`src/rtl/cfb_pkg.sv`:
```
`timescale 1ns / 1ps
// ----------------------------------------------------------------------------
// cfb_pkg: shared types and constants of the command frame builder
// frame layout, queue sizing and the crc-16/ccitt-false byte update
// ----------------------------------------------------------------------------
package cfb_pkg;

	// frame layout
	localparam int unsigned FRAME_LEN = 10;
	localparam int unsigned POS_W     = $clog2(FRAME_LEN);

	localparam logic [POS_W-1:0] POS_HDR_LAST = POS_W'(3);
	localparam logic [POS_W-1:0] POS_TIME_HI  = POS_W'(4);
	localparam logic [POS_W-1:0] POS_TIME_LO  = POS_W'(5);
	localparam logic [POS_W-1:0] POS_LEVEL_HI = POS_W'(6);
	localparam logic [POS_W-1:0] POS_LEVEL_LO = POS_W'(7);
	localparam logic [POS_W-1:0] POS_CRC_HI   = POS_W'(8);
	localparam logic [POS_W-1:0] POS_CRC_LO   = POS_W'(FRAME_LEN - 1);
	localparam logic [POS_W-1:0] POS_CRC_FIRST = POS_W'(1);

	localparam logic [7:0] HEADER [4] = '{8'hB2, 8'h01, 8'hA5, 8'h04};

	// command codes
	localparam logic CMD_START = 1'b0;
	localparam logic CMD_STOP  = 1'b1;

	// crc-16/ccitt-false
	localparam logic [15:0] CRC_POLY = 16'h1021;
	localparam logic [15:0] CRC_INIT = 16'hFFFF;

	// command queue
	localparam int unsigned QDEPTH  = 2;
	localparam int unsigned QPTR_W  = $clog2(QDEPTH);
	localparam int unsigned QCNT_W  = $clog2(QDEPTH + 1);

	typedef struct packed {
		logic [15:0] test_time;
		logic [15:0] test_level;
	} cfb_item_t;

	// queue to serializer handshake
	typedef struct packed {
		logic valid;
	} cfb_q_status_t;

	typedef struct packed {
		logic pop;
	} cfb_q_ctrl_t;

	function automatic logic [15:0] crc_feed(input logic [15:0] crc, input logic [7:0] data);
		logic [15:0] c;
		c = crc ^ {data, 8'h00};
		for (int i = 0; i < 8; i++) begin
			if (c[15]) begin
				c = {c[14:0], 1'b0} ^ CRC_POLY;
			end else begin
				c = {c[14:0], 1'b0};
			end
		end
		return c;
	endfunction

endpackage

```
`src/rtl/cfb_front.sv`:
```
`timescale 1ns / 1ps
// ----------------------------------------------------------------------------
// cfb_front: command intake and queue
// takes command transfers, zeroes the fields of a stop command and holds
// them in a short queue for the serializer
// ----------------------------------------------------------------------------
module cfb_front (
	input  logic                 clk,
	input  logic                 arst_n,
	input  logic                 in_valid,
	output logic                 in_stall,
	input  logic                 cmd,
	input  logic [15:0]          test_time,
	input  logic [15:0]          test_level,
	output cfb_pkg::cfb_item_t   head,
	output cfb_pkg::cfb_q_status_t status,
	input  cfb_pkg::cfb_q_ctrl_t ctrl
);

	cfb_pkg::cfb_item_t           mem_q [cfb_pkg::QDEPTH];
	logic [cfb_pkg::QPTR_W-1:0]   wr_ptr_q;
	logic [cfb_pkg::QPTR_W-1:0]   rd_ptr_q;
	logic [cfb_pkg::QCNT_W-1:0]   count_q;
	cfb_pkg::cfb_item_t           item;
	logic                         push;
	logic                         pop;

	// stop frames carry zero time and data
	always_comb begin
		if (cmd == cfb_pkg::CMD_STOP) begin
			item = '0;
		end else begin
			item.test_time  = test_time;
			item.test_level = test_level;
		end
	end

	assign in_stall     = (count_q == cfb_pkg::QCNT_W'(cfb_pkg::QDEPTH));
	assign push         = in_valid && !in_stall;
	assign pop          = ctrl.pop && (count_q != '0);
	assign status.valid = (count_q != '0);
	assign head         = mem_q[rd_ptr_q];

	always_ff @(posedge clk) begin
		if (push) begin
			mem_q[wr_ptr_q] <= item;
		end
	end

	always_ff @(posedge clk or negedge arst_n) begin
		if (!arst_n) begin
			wr_ptr_q <= '0;
			rd_ptr_q <= '0;
			count_q  <= '0;
		end else begin
			if (push) begin
				wr_ptr_q <= cfb_pkg::QPTR_W'(wr_ptr_q + 1'b1);
			end
			if (pop) begin
				rd_ptr_q <= cfb_pkg::QPTR_W'(rd_ptr_q + 1'b1);
			end
			case ({push, pop})
				2'b10:   count_q <= cfb_pkg::QCNT_W'(count_q + 1'b1);
				2'b01:   count_q <= cfb_pkg::QCNT_W'(count_q - 1'b1);
				default: count_q <= count_q;
			endcase
		end
	end

endmodule

```
`src/rtl/cfb_back.sv`:
```
`timescale 1ns / 1ps
// ----------------------------------------------------------------------------
// cfb_back: frame serializer
// walks the ten frame bytes of the queue head, one per output transfer,
// and folds bytes one to seven into the running crc
// ----------------------------------------------------------------------------
module cfb_back (
	input  logic                   clk,
	input  logic                   arst_n,
	input  cfb_pkg::cfb_item_t     head,
	input  cfb_pkg::cfb_q_status_t status,
	output cfb_pkg::cfb_q_ctrl_t   ctrl,
	output logic                   out_valid,
	input  logic                   out_stall,
	output logic [7:0]             tx_byte,
	output logic                   frame_end
);

	logic [cfb_pkg::POS_W-1:0] pos_q;
	logic [15:0]               crc_q;
	logic                      xfer;
	logic                      last;
	logic                      in_crc;

	assign out_valid = status.valid;
	assign xfer      = out_valid && !out_stall;
	assign last      = (pos_q == cfb_pkg::POS_CRC_LO);
	assign frame_end = last;
	assign ctrl.pop  = xfer && last;
	assign in_crc    = (pos_q >= cfb_pkg::POS_CRC_FIRST) && (pos_q <= cfb_pkg::POS_LEVEL_LO);

	always_comb begin
		unique case (pos_q)
			cfb_pkg::POS_TIME_HI:  tx_byte = head.test_time[15:8];
			cfb_pkg::POS_TIME_LO:  tx_byte = head.test_time[7:0];
			cfb_pkg::POS_LEVEL_HI: tx_byte = head.test_level[15:8];
			cfb_pkg::POS_LEVEL_LO: tx_byte = head.test_level[7:0];
			cfb_pkg::POS_CRC_HI:   tx_byte = crc_q[15:8];
			cfb_pkg::POS_CRC_LO:   tx_byte = crc_q[7:0];
			default: begin
				if (pos_q <= cfb_pkg::POS_HDR_LAST) begin
					tx_byte = cfb_pkg::HEADER[pos_q[1:0]];
				end else begin
					tx_byte = '0;
				end
			end
		endcase
	end

	always_ff @(posedge clk or negedge arst_n) begin
		if (!arst_n) begin
			pos_q <= '0;
			crc_q <= cfb_pkg::CRC_INIT;
		end else if (xfer) begin
			if (last) begin
				pos_q <= '0;
				crc_q <= cfb_pkg::CRC_INIT;
			end else begin
				pos_q <= cfb_pkg::POS_W'(pos_q + 1'b1);
				if (in_crc) begin
					crc_q <= cfb_pkg::crc_feed(crc_q, tx_byte);
				end
			end
		end
	end

	// frame position never runs past the crc low byte
	a_pos_range: assert property (@(posedge clk) disable iff (!arst_n)
		pos_q <= cfb_pkg::POS_CRC_LO)
		else $error("frame position out of range");

	// closing a frame restarts position and crc for the next one
	a_frame_restart: assert property (@(posedge clk) disable iff (!arst_n)
		xfer && last |=> pos_q == '0 && crc_q == cfb_pkg::CRC_INIT)
		else $error("frame did not restart cleanly");

	// a stalled byte keeps the serializer state
	a_stall_hold: assert property (@(posedge clk) disable iff (!arst_n)
		out_valid && out_stall |=> $stable(pos_q) && $stable(crc_q))
		else $error("serializer moved while stalled");

	// the first byte of a frame is taken with the crc at its initial value
	a_crc_start: assert property (@(posedge clk) disable iff (!arst_n)
		pos_q == '0 |-> crc_q == cfb_pkg::CRC_INIT)
		else $error("crc not initial at frame start");

endmodule

```
`src/rtl/command_frame_builder_crc16.sv`:
```
`timescale 1ns / 1ps
// ----------------------------------------------------------------------------
// command_frame_builder_crc16: command to serial frame builder
// turns one start/stop command into a ten-byte frame with crc-16/ccitt-false
// ----------------------------------------------------------------------------
// usage
//   input channel (in_valid / in_stall): one transfer per command; cmd selects
//   start (time and level sent) or stop (time and level sent as zero)
//   output channel (out_valid / out_stall): ten byte transfers per command,
//   B2 01 A5 04, time hi/lo, level hi/lo, crc hi/lo; frame_end marks the crc
//   low byte
//   first byte: a command is written into the queue; with the queue empty,
//   its first byte is offered in the next cycle, the crc built as bytes go out
//   throughput: the byte-wide output gives one frame byte per cycle while
//   out_stall is low; a two-entry command queue in front of
//   the serializer takes the next command while a frame is still going out
//   receiver stall: the offered byte and the serializer state hold; once the
//   queue is full, in_stall rises
//   reset: arst_n clears the queue and the serializer; nothing is offered
//   until a command arrives
// ----------------------------------------------------------------------------
module command_frame_builder_crc16 (
	input  logic        clk,
	input  logic        arst_n,
	// command channel
	input  logic        in_valid,
	output logic        in_stall,
	input  logic        cmd,
	input  logic [15:0] test_time,
	input  logic [15:0] test_level,
	// byte channel
	output logic        out_valid,
	input  logic        out_stall,
	output logic [7:0]  tx_byte,
	output logic        frame_end
);

	// head of the command queue and its handshake with the serializer
	cfb_pkg::cfb_item_t     head;
	cfb_pkg::cfb_q_status_t status;
	cfb_pkg::cfb_q_ctrl_t   ctrl;

	// front: intake, stop-command zeroing, queue
	cfb_front u_front (
		.clk        (clk),
		.arst_n     (arst_n),
		.in_valid   (in_valid),
		.in_stall   (in_stall),
		.cmd        (cmd),
		.test_time  (test_time),
		.test_level (test_level),
		.head       (head),
		.status     (status),
		.ctrl       (ctrl)
	);

	// back: byte serializer with running crc; pops the queue on the last
	// byte transfer of a frame
	cfb_back u_back (
		.clk       (clk),
		.arst_n    (arst_n),
		.head      (head),
		.status    (status),
		.ctrl      (ctrl),
		.out_valid (out_valid),
		.out_stall (out_stall),
		.tx_byte   (tx_byte),
		.frame_end (frame_end)
	);

endmodule
```
`config.mk`:
```
export PLATFORM = sky130hd
export DESIGN_NAME = command_frame_builder_crc16
export DESIGN_NICKNAME = d
export VERILOG_FILES = /design/src/rtl/cfb_pkg.sv /design/src/rtl/cfb_front.sv /design/src/rtl/cfb_back.sv /design/src/rtl/command_frame_builder_crc16.sv
export SDC_FILE = /design/constraint.sdc
export NUM_CORES = 1
export LEC_CHECK = 0
export BUFFER_PORTS_ARGS = -buffer_cell sky130_fd_sc_hd__buf_2
export CAP_MARGIN = 0
export CORE_ASPECT_RATIO = 0.5
export CORE_MARGIN = 4
export CORE_UTILIZATION = 63
export DETAILED_ROUTE_END_ITERATION = 12
export HOLD_SLACK_MARGIN = 0.12
export PLACE_DENSITY = 0.95
export SYNTH_ARGS = -nofsm -noshare
export SYNTH_HDL_FRONTEND = slang
export SYNTH_HIERARCHICAL = 1
export SYNTH_SLANG_ARGS = --single-unit
```
`constraint.sdc`:
```
create_clock -name clk -period 6 [get_ports clk]
set_clock_uncertainty 0.1 [all_clocks]
set_input_delay 0.3 -clock clk [delete_from_list [all_inputs] [get_ports clk]]
set_output_delay 0.3 -clock clk [all_outputs]
set_load 0.005 [all_outputs]
```
==> After elaboration in Yosys (flattened, before gate mapping) <==
Memories as Yosys holds them, arrays and structs flattened.
Cells that the tools add are included.
{ "word_totals": {"input_bits": 37, "ram_bits": 64, "wordCells": 86, "ff_bits": 24, "mem_count": 1, "out_inout_bits": 11} }
{ "classes": {"magnitude_cmp": 4, "muxes": 41, "n_reduce_logical": 11, "n_bitwise": 10, "addsub": 5, "eq_ne": 9} }
{ "mem_list": {"columns": ["name", "words", "word_bits", "read_ports", "rd_clocked_by_memory_dff", "write_ports", "line_no", "source"], "rows": [
  ["u_front.mem_q", 2, 32, 1, 0, 1, "cfb_front.sv:20", "cfb_pkg::cfb_item_t mem_q [cfb_pkg::QDEPTH];"]
]} }
{ "ops": {"columns": ["cell", "n"], "rows": [
  ["16-bit two-way mux", 23],
  ["13-bit two-way mux", 8],
  ["8-bit case mux with 6 select lines", 1],
  ["32-bit two-way mux", 1],
  ["8-bit two-way mux", 3],
  ["3-bit inverter", 8],
  ["8-bit binary-select mux with 2-bit select", 1],
  ["4-bit by 3-bit == test with 1-bit output (second input constant)", 4],
  ["16-bit bitwise XOR", 1],
  ["4-bit == test (second input constant)", 2],
  ["2-bit nonzero test", 3],
  ["1-bit logical AND", 5],
  ["4-bit by 1-bit adder with 4-bit output (second input constant)", 1],
  ["2-bit == test (second input constant)", 2],
  ["4-bit by 1-bit >= comparator with 1-bit output (second input constant)", 1],
  ["4-bit by 2-bit less-or-equal comparator with 1-bit output (second input constant)", 1],
  ["4-bit by 3-bit less-or-equal comparator with 1-bit output (second input constant)", 1],
  ["4-bit two-way mux", 1],
  ["2-bit case mux with 2 select lines", 1],
  ["3-bit >= comparator (second input constant)", 1],
  ["2-bit inverter with 3-bit output", 1],
  ["1-bit adder (second input constant)", 2],
  ["2-bit by 1-bit adder with 2-bit output (second input constant)", 1],
  ["2-bit by 1-bit == test with 1-bit output (second input constant)", 1],
  ["other kinds (4)", 6]
]} }

==> Logic depth before layout (Yosys ltp) <==
{ "depth": {"word_depth": 46, "mapped_depth": 11, "ltp_nobuf": 9} }

==> Cells and area by module <==
The synthesis kept the hierarchy.
{ "by_module_without_submodules": {"columns": ["module", "area_per_inst_um2", "seq_area_each_um2", "cells_each", "n_inst"], "rows": [
  ["cfb_front", 2731.4, 2021.9, 153, 1],
  ["cfb_back", 1632.8, 520.5, 178, 1]
]} }

==> Worst setup path after synthesis <==
No wires, ideal clock.
{ "synth_path": {"kind": "reg2reg", "from": "register u_front.rd_ptr_q", "to": "register u_back.crc_q[12]", "path_stages_with_launch": 11, "path_buffers": 2, "arrival_time_ps": 2394, "t_required_ps": 5832, "synth_period_minus_slack_ps": 2562, "path_slack_ps": 3438, "setup_time_ps": 68, "path_cell_list": "dfrtp_1 > buf_2 > buf_6 > mux2_2 > a222oi_1 > a311o_1 > o21ai_2 > xor2_2 > xnor3_1 > and3_1 > a21oi_2"} }
{ "synth_rtl": {"columns": ["element", "line_no", "source"], "rows": [
  ["start: declaration", "cfb_front.sv:22", "logic [cfb_pkg::QPTR_W-1:0] rd_ptr_q;"],
  ["start signal: assignment", "cfb_front.sv:60", "rd_ptr_q <= cfb_pkg::QPTR_W'(rd_ptr_q + 1'b1);"],
  ["end signal: assignment", "cfb_back.sv:53", "crc_q <= cfb_pkg::CRC_INIT;"],
  ["end signal: assignment", "cfb_back.sv:57", "crc_q <= cfb_pkg::CRC_INIT;"],
  ["end signal: assignment", "cfb_back.sv:61", "crc_q <= cfb_pkg::crc_feed(crc_q, tx_byte);"],
  ["end: declaration", "cfb_back.sv:20", "logic [15:0] crc_q;"]
]} }

==> Final worst setup path <==
{ "layout_path": {"from": "register u_back/pos_q[1] in the netlist's numbering", "to": "register u_back.crc_q[12]"} }
{ "layout_between": {"elab_chain_len": 39, "elab_cells_between_ends": 52, "cone_classes": "order compare: 3; eq/ne: 6; mux: 36; bitwise: 4; reduce/logical: 3"} }
{ "layout_lines": {"columns": ["element", "line_no", "source"], "rows": [
  ["start: declaration", "cfb_back.sv:19", "logic [cfb_pkg::POS_W-1:0] pos_q;"],
  ["start signal: assignment", "cfb_back.sv:59", "pos_q <= cfb_pkg::POS_W'(pos_q + 1'b1);"],
  ["2-bit inverter with 3-bit output (not written as such)", "cfb_back.sv:42", "tx_byte = cfb_pkg::HEADER[pos_q[1:0]];"],
  ["8-bit binary-select mux with 2-bit select", "cfb_back.sv:42", null],
  ["8-bit two-way mux (not written as such) (2 in a row)", "cfb_back.sv:42", null],
  ["8-bit two-way mux", "cfb_back.sv:41", "if (pos_q <= cfb_pkg::POS_HDR_LAST) begin"],
  ["8-bit case mux with 6 select lines", "cfb_back.sv:33", "unique case (pos_q)"],
  ["16-bit bitwise XOR", "cfb_pkg.sv:52", "c = crc ^ {data, 8'h00};"],
  ["13-bit two-way mux", "cfb_pkg.sv:54", "if (c[15]) begin"],
  ["16-bit two-way mux", "cfb_back.sv:60", "if (in_crc) begin"],
  ["(+22 left out)", null, null],
  ["13-bit two-way mux", "cfb_pkg.sv:54", null],
  ["16-bit two-way mux", "cfb_back.sv:60", null],
  ["16-bit two-way mux", "cfb_back.sv:55", "if (last) begin"],
  ["16-bit two-way mux", "cfb_back.sv:54", "end else if (xfer) begin"],
  ["3-bit inverter (no line)", null, null],
  ["13-bit two-way mux", "cfb_pkg.sv:54", null],
  ["16-bit two-way mux", "cfb_back.sv:60", null],
  ["16-bit two-way mux", "cfb_back.sv:55", null]
]} }
Several ways; a longest one is shown, not always the timed one. The select of a mux whose other input is x is not followed.
A chain may end at the register's enable or synchronous reset.

==> impl_metrics.yaml <==
outcome:
  status: "completed"
routing:
  wire_per_inst_um: 19.3
  ant_nets: 0
  num_vias: 2859
  dr.first_iter.drc_count: 444
  first_pass_iters: 9
  wl_um: 9120
  drc: 0
  viasPerCell: 6.04
sta:
  period_share: 0.507
  slew_viol_final: 0
  hold_viol_final: 0
  timing.setup.tns_ns: 0
  fmax_ghz: 0.329
  hold_slack_ns: 0.197
  grt_setup_unrepaired: "no"
  relSlewSlack: 0.512
  finalCriticalPeriod_ns: 3.04
  setup_viol: 0
  worst_pin_slew_ns: 0.732
placement:
  dp_hpwl_um: 5990
  place.gp.congestion: 0.958
  port_buffers: 47
worst_setup_path:
  startpoint_type: "register"
  r2r-start: "u_back/pos_q[1]"
  criticalPathCategory: "register to register"
  cp.required_ns: 6.17
  reg2reg_depth: 9
  crit_fanout: 18
  reg2reg_slack_ns: 2.96
  worstPathArrival_ns: 3.21
  slowest_stage: "ha_1"
  crit_chain: "inv_1, ha_1, a222oi_1, a311o_1, o21ai_2, xor2_2, xnor3_1, and3_1, a21oi_2"
  r2r-end: "u_back/crc_q[12]"
  crit_path_max_incr_delay_ns: 0.65
  end_kind: "register"
logic_synthesis:
  synth_ff_type: "edfxtp_1"
  syn_area_um2: 4360
  synth_edf_count: 64
  ys_ff_latch: 88
  postSynthAreaPerCell_um2: 13.2
  syn_nets: 374
  yosysUniqueCellTypes: 49
  yosysWarningCount: 6
  syn-instance-count: 331
  ys_seq_area_frac: 0.583
  ys_async_sr_fraction: 0.273
power_and_ir_drop:
  power_leakage_nw: 1.89
  p_int_mw: 1.92
  irDropWorstVdd_mv: 0.251
  combPwrFrac: 0.488
  seq_power_share: 0.335
  p_sw_mw: 1.20
  power.share.switching: 0.385
  power.density_nw_per_um2: 633
  p_clk_frac: 0.177
  power_mw: 3.13
grt:
  track_usage: 0.230
  gr-usage-met3: 0.0745
  use_met2: 0.386
  use_met1: 0.288
  antenna_found_initial: 0
  grt.overflow.total: 0
  grt_pass1_wl_um: 14600
  top_usage_layer: "met2"
  grt_start_max_net_pins: 34
  first_global_vias: 2853
clocking:
  htreeDepth: 3
  cts-buffers-inserted: 9
  clockBufferDepth: 2
  cts_setup_buffers: 0
  cts_tree: "built"
  insertion_delay_ns: 0.34
  clk_root_buffer_cell: "clkbuf_16"
  clkSlewWorstSetupHoldPaths_ns: 0.06
  cts_sinks: 88
layout:
  area_growth_pct: 13.2
  layout_commonest_cell: "edfxtp_1"
  final_cell_mix: "64 x edfxtp_1, 47 x buf_2, 34 x nor2b_1, 32 x mux2_2, 19 x xnor2_1"
  final_nets: 419
  antenna_cells: 0
  drive_above_1_share: 0.333
floorplan:
  core_um2: 6700
  die-area_um2: 8400
  rows: 21
  die_w_um: 126
  io-pin-count: 48
  die_h_um: 66.9
  initial_core_util: 0.651
job:
  maxCapViolCount: 0
hold_path:
  hold_path_end: "u_front/mem_q[1][12]"
  hold_start: "test_level[12]"
  hold_depth: 2
  worstHoldPathType: "input port to register"
through the flow:
| stage | util | setup slack (ns) | cell area (µm²) | instances |
|---|---|---|---|---|
| detailed placement | 0.691 | 3.05 | 4630 | 456 |
| floorplan | - | 3.44 | 4360 | 331 |
| global placement | 0.691 | 3.10 | 4630 | 456 |
| global route | 0.737 | 2.81 | 4940 | 473 |
| CTS | 0.737 | 3.04 | 4940 | 473 |
| finish | 0.737 | 2.96 | 4940 | 473 |
kinds of logic after synthesis:
group                      share of synthesized area
buffers and inverters                         0.0358
AOI/OAI and AO/OA                              0.111
and+or+nand+nor                               0.0981
xor gates and xnor gates                      0.0708
DFF                                            0.583
muxes                                         0.0849
adders and majority gates                     0.0172
power by group through the flow:
stage | logic (mW) | registers [mW] | clock network [mW]
2_1_floorplan | 1.22 | 0.996 | 0
3_3_place_gp | 1.43 | 1.04 | 0
3_5_place_dp | 1.48 | 1.05 | 0
4_1_cts | 1.51 | 1.04 | 0.561
5_1_grt | 1.64 | 1.07 | 0.591
6_report | 1.53 | 1.05 | 0.552
cell usage after synthesis (2+ instances only):
cell type	n	share of area
edfxtp_1	64	0.44
nor2b_1	34	0.049
mux2_2	32	0.083
xnor2_1	19	0.038
dfstp_2	16	0.096
nor2_1	16	0.014
a21oi_1	13	0.015
inv_1	10	0.0086
xor2_1	10	0.020
dfrtp_1	8	0.046
nand2_1	8	0.0069
a22oi_1	7	0.012
nand2b_1	7	0.010
o21ai_0	7	0.0080
ha_1	6	0.017
o21a_1	6	0.010
buf_2	5	0.0057
clkbuf_1	5	0.0043
nand3_1	5	0.0057
a221oi_1	4	0.0080
buf_4	4	0.0069
o22a_1	4	0.0080
a21oi_2	3	0.0060
a222oi_1	3	0.0069
a22o_1	3	0.0060
buf_6	3	0.0077
inv_2	3	0.0026
o22ai_1	3	0.0043
a21o_1	2	0.0034
and3_1	2	0.0029
state kept, by name, indices dropped and copies added (netlist names):
register          flops
u_back/crc_q         16
u_back/pos_q          4
u_front/count_q       2
u_front/mem_q        64
u_front/rd_ptr_q      1
u_front/wr_ptr_q      1
layout make-up:
type | count | area, µm²
sequential | 88 | 2540
fill | 392 | 1760
multi-input combinational | 213 | 1670
timing repair buffer | 51 | 268
clock buffer | 10 | 229
tap | 92 | 115
clock inverter | 6 | 70.1
inverter | 13 | 48.8
what timing repair did:
| item | CTS | global route |
|---|---|---|
| hold endpoints to repair | 8 | 0 |
| resized for setup | 0 | 0 |
| hold buffers | 1 | 0 |
worst max-delay path by stage:
stage / endpoint / slack, ns / startpoint
floorplan: u_back/crc_q[12] / 3.44 / u_front/rd_ptr_q
global placement: u_back/crc_q[12] / 3.10 / u_front/rd_ptr_q
detailed placement: u_back/crc_q[12] / 3.05 / u_front/rd_ptr_q
CTS: tx_byte[4] / 3.04 / u_front/rd_ptr_q
global route: u_back/crc_q[13] / 2.81 / u_back/pos_q[1]
finish: u_back/crc_q[12] / 2.96 / u_back/pos_q[1]
worst max-delay path, delay by kind of cell, from the launching register on:
family                   cells  cell delay, ns
AO/OA/AOI/OAI                4            0.78
flip-flops                   1            0.45
adder cells (fa/ha/maj)      1            0.65
AND/OR/NAND/NOR              1            0.20
XOR/XNOR                     2            0.62
buffers and inverters        1            0.16
layer usage:
layer  wire length [µm]  share of wire  vias up
met4                141          0.015        0
met2               4320           0.47      164
li1                   -              -     1289
met5                  0              0        -
met1               3820           0.42     1386
met3                836          0.092       20
Power figures use the tool's default switching activity.
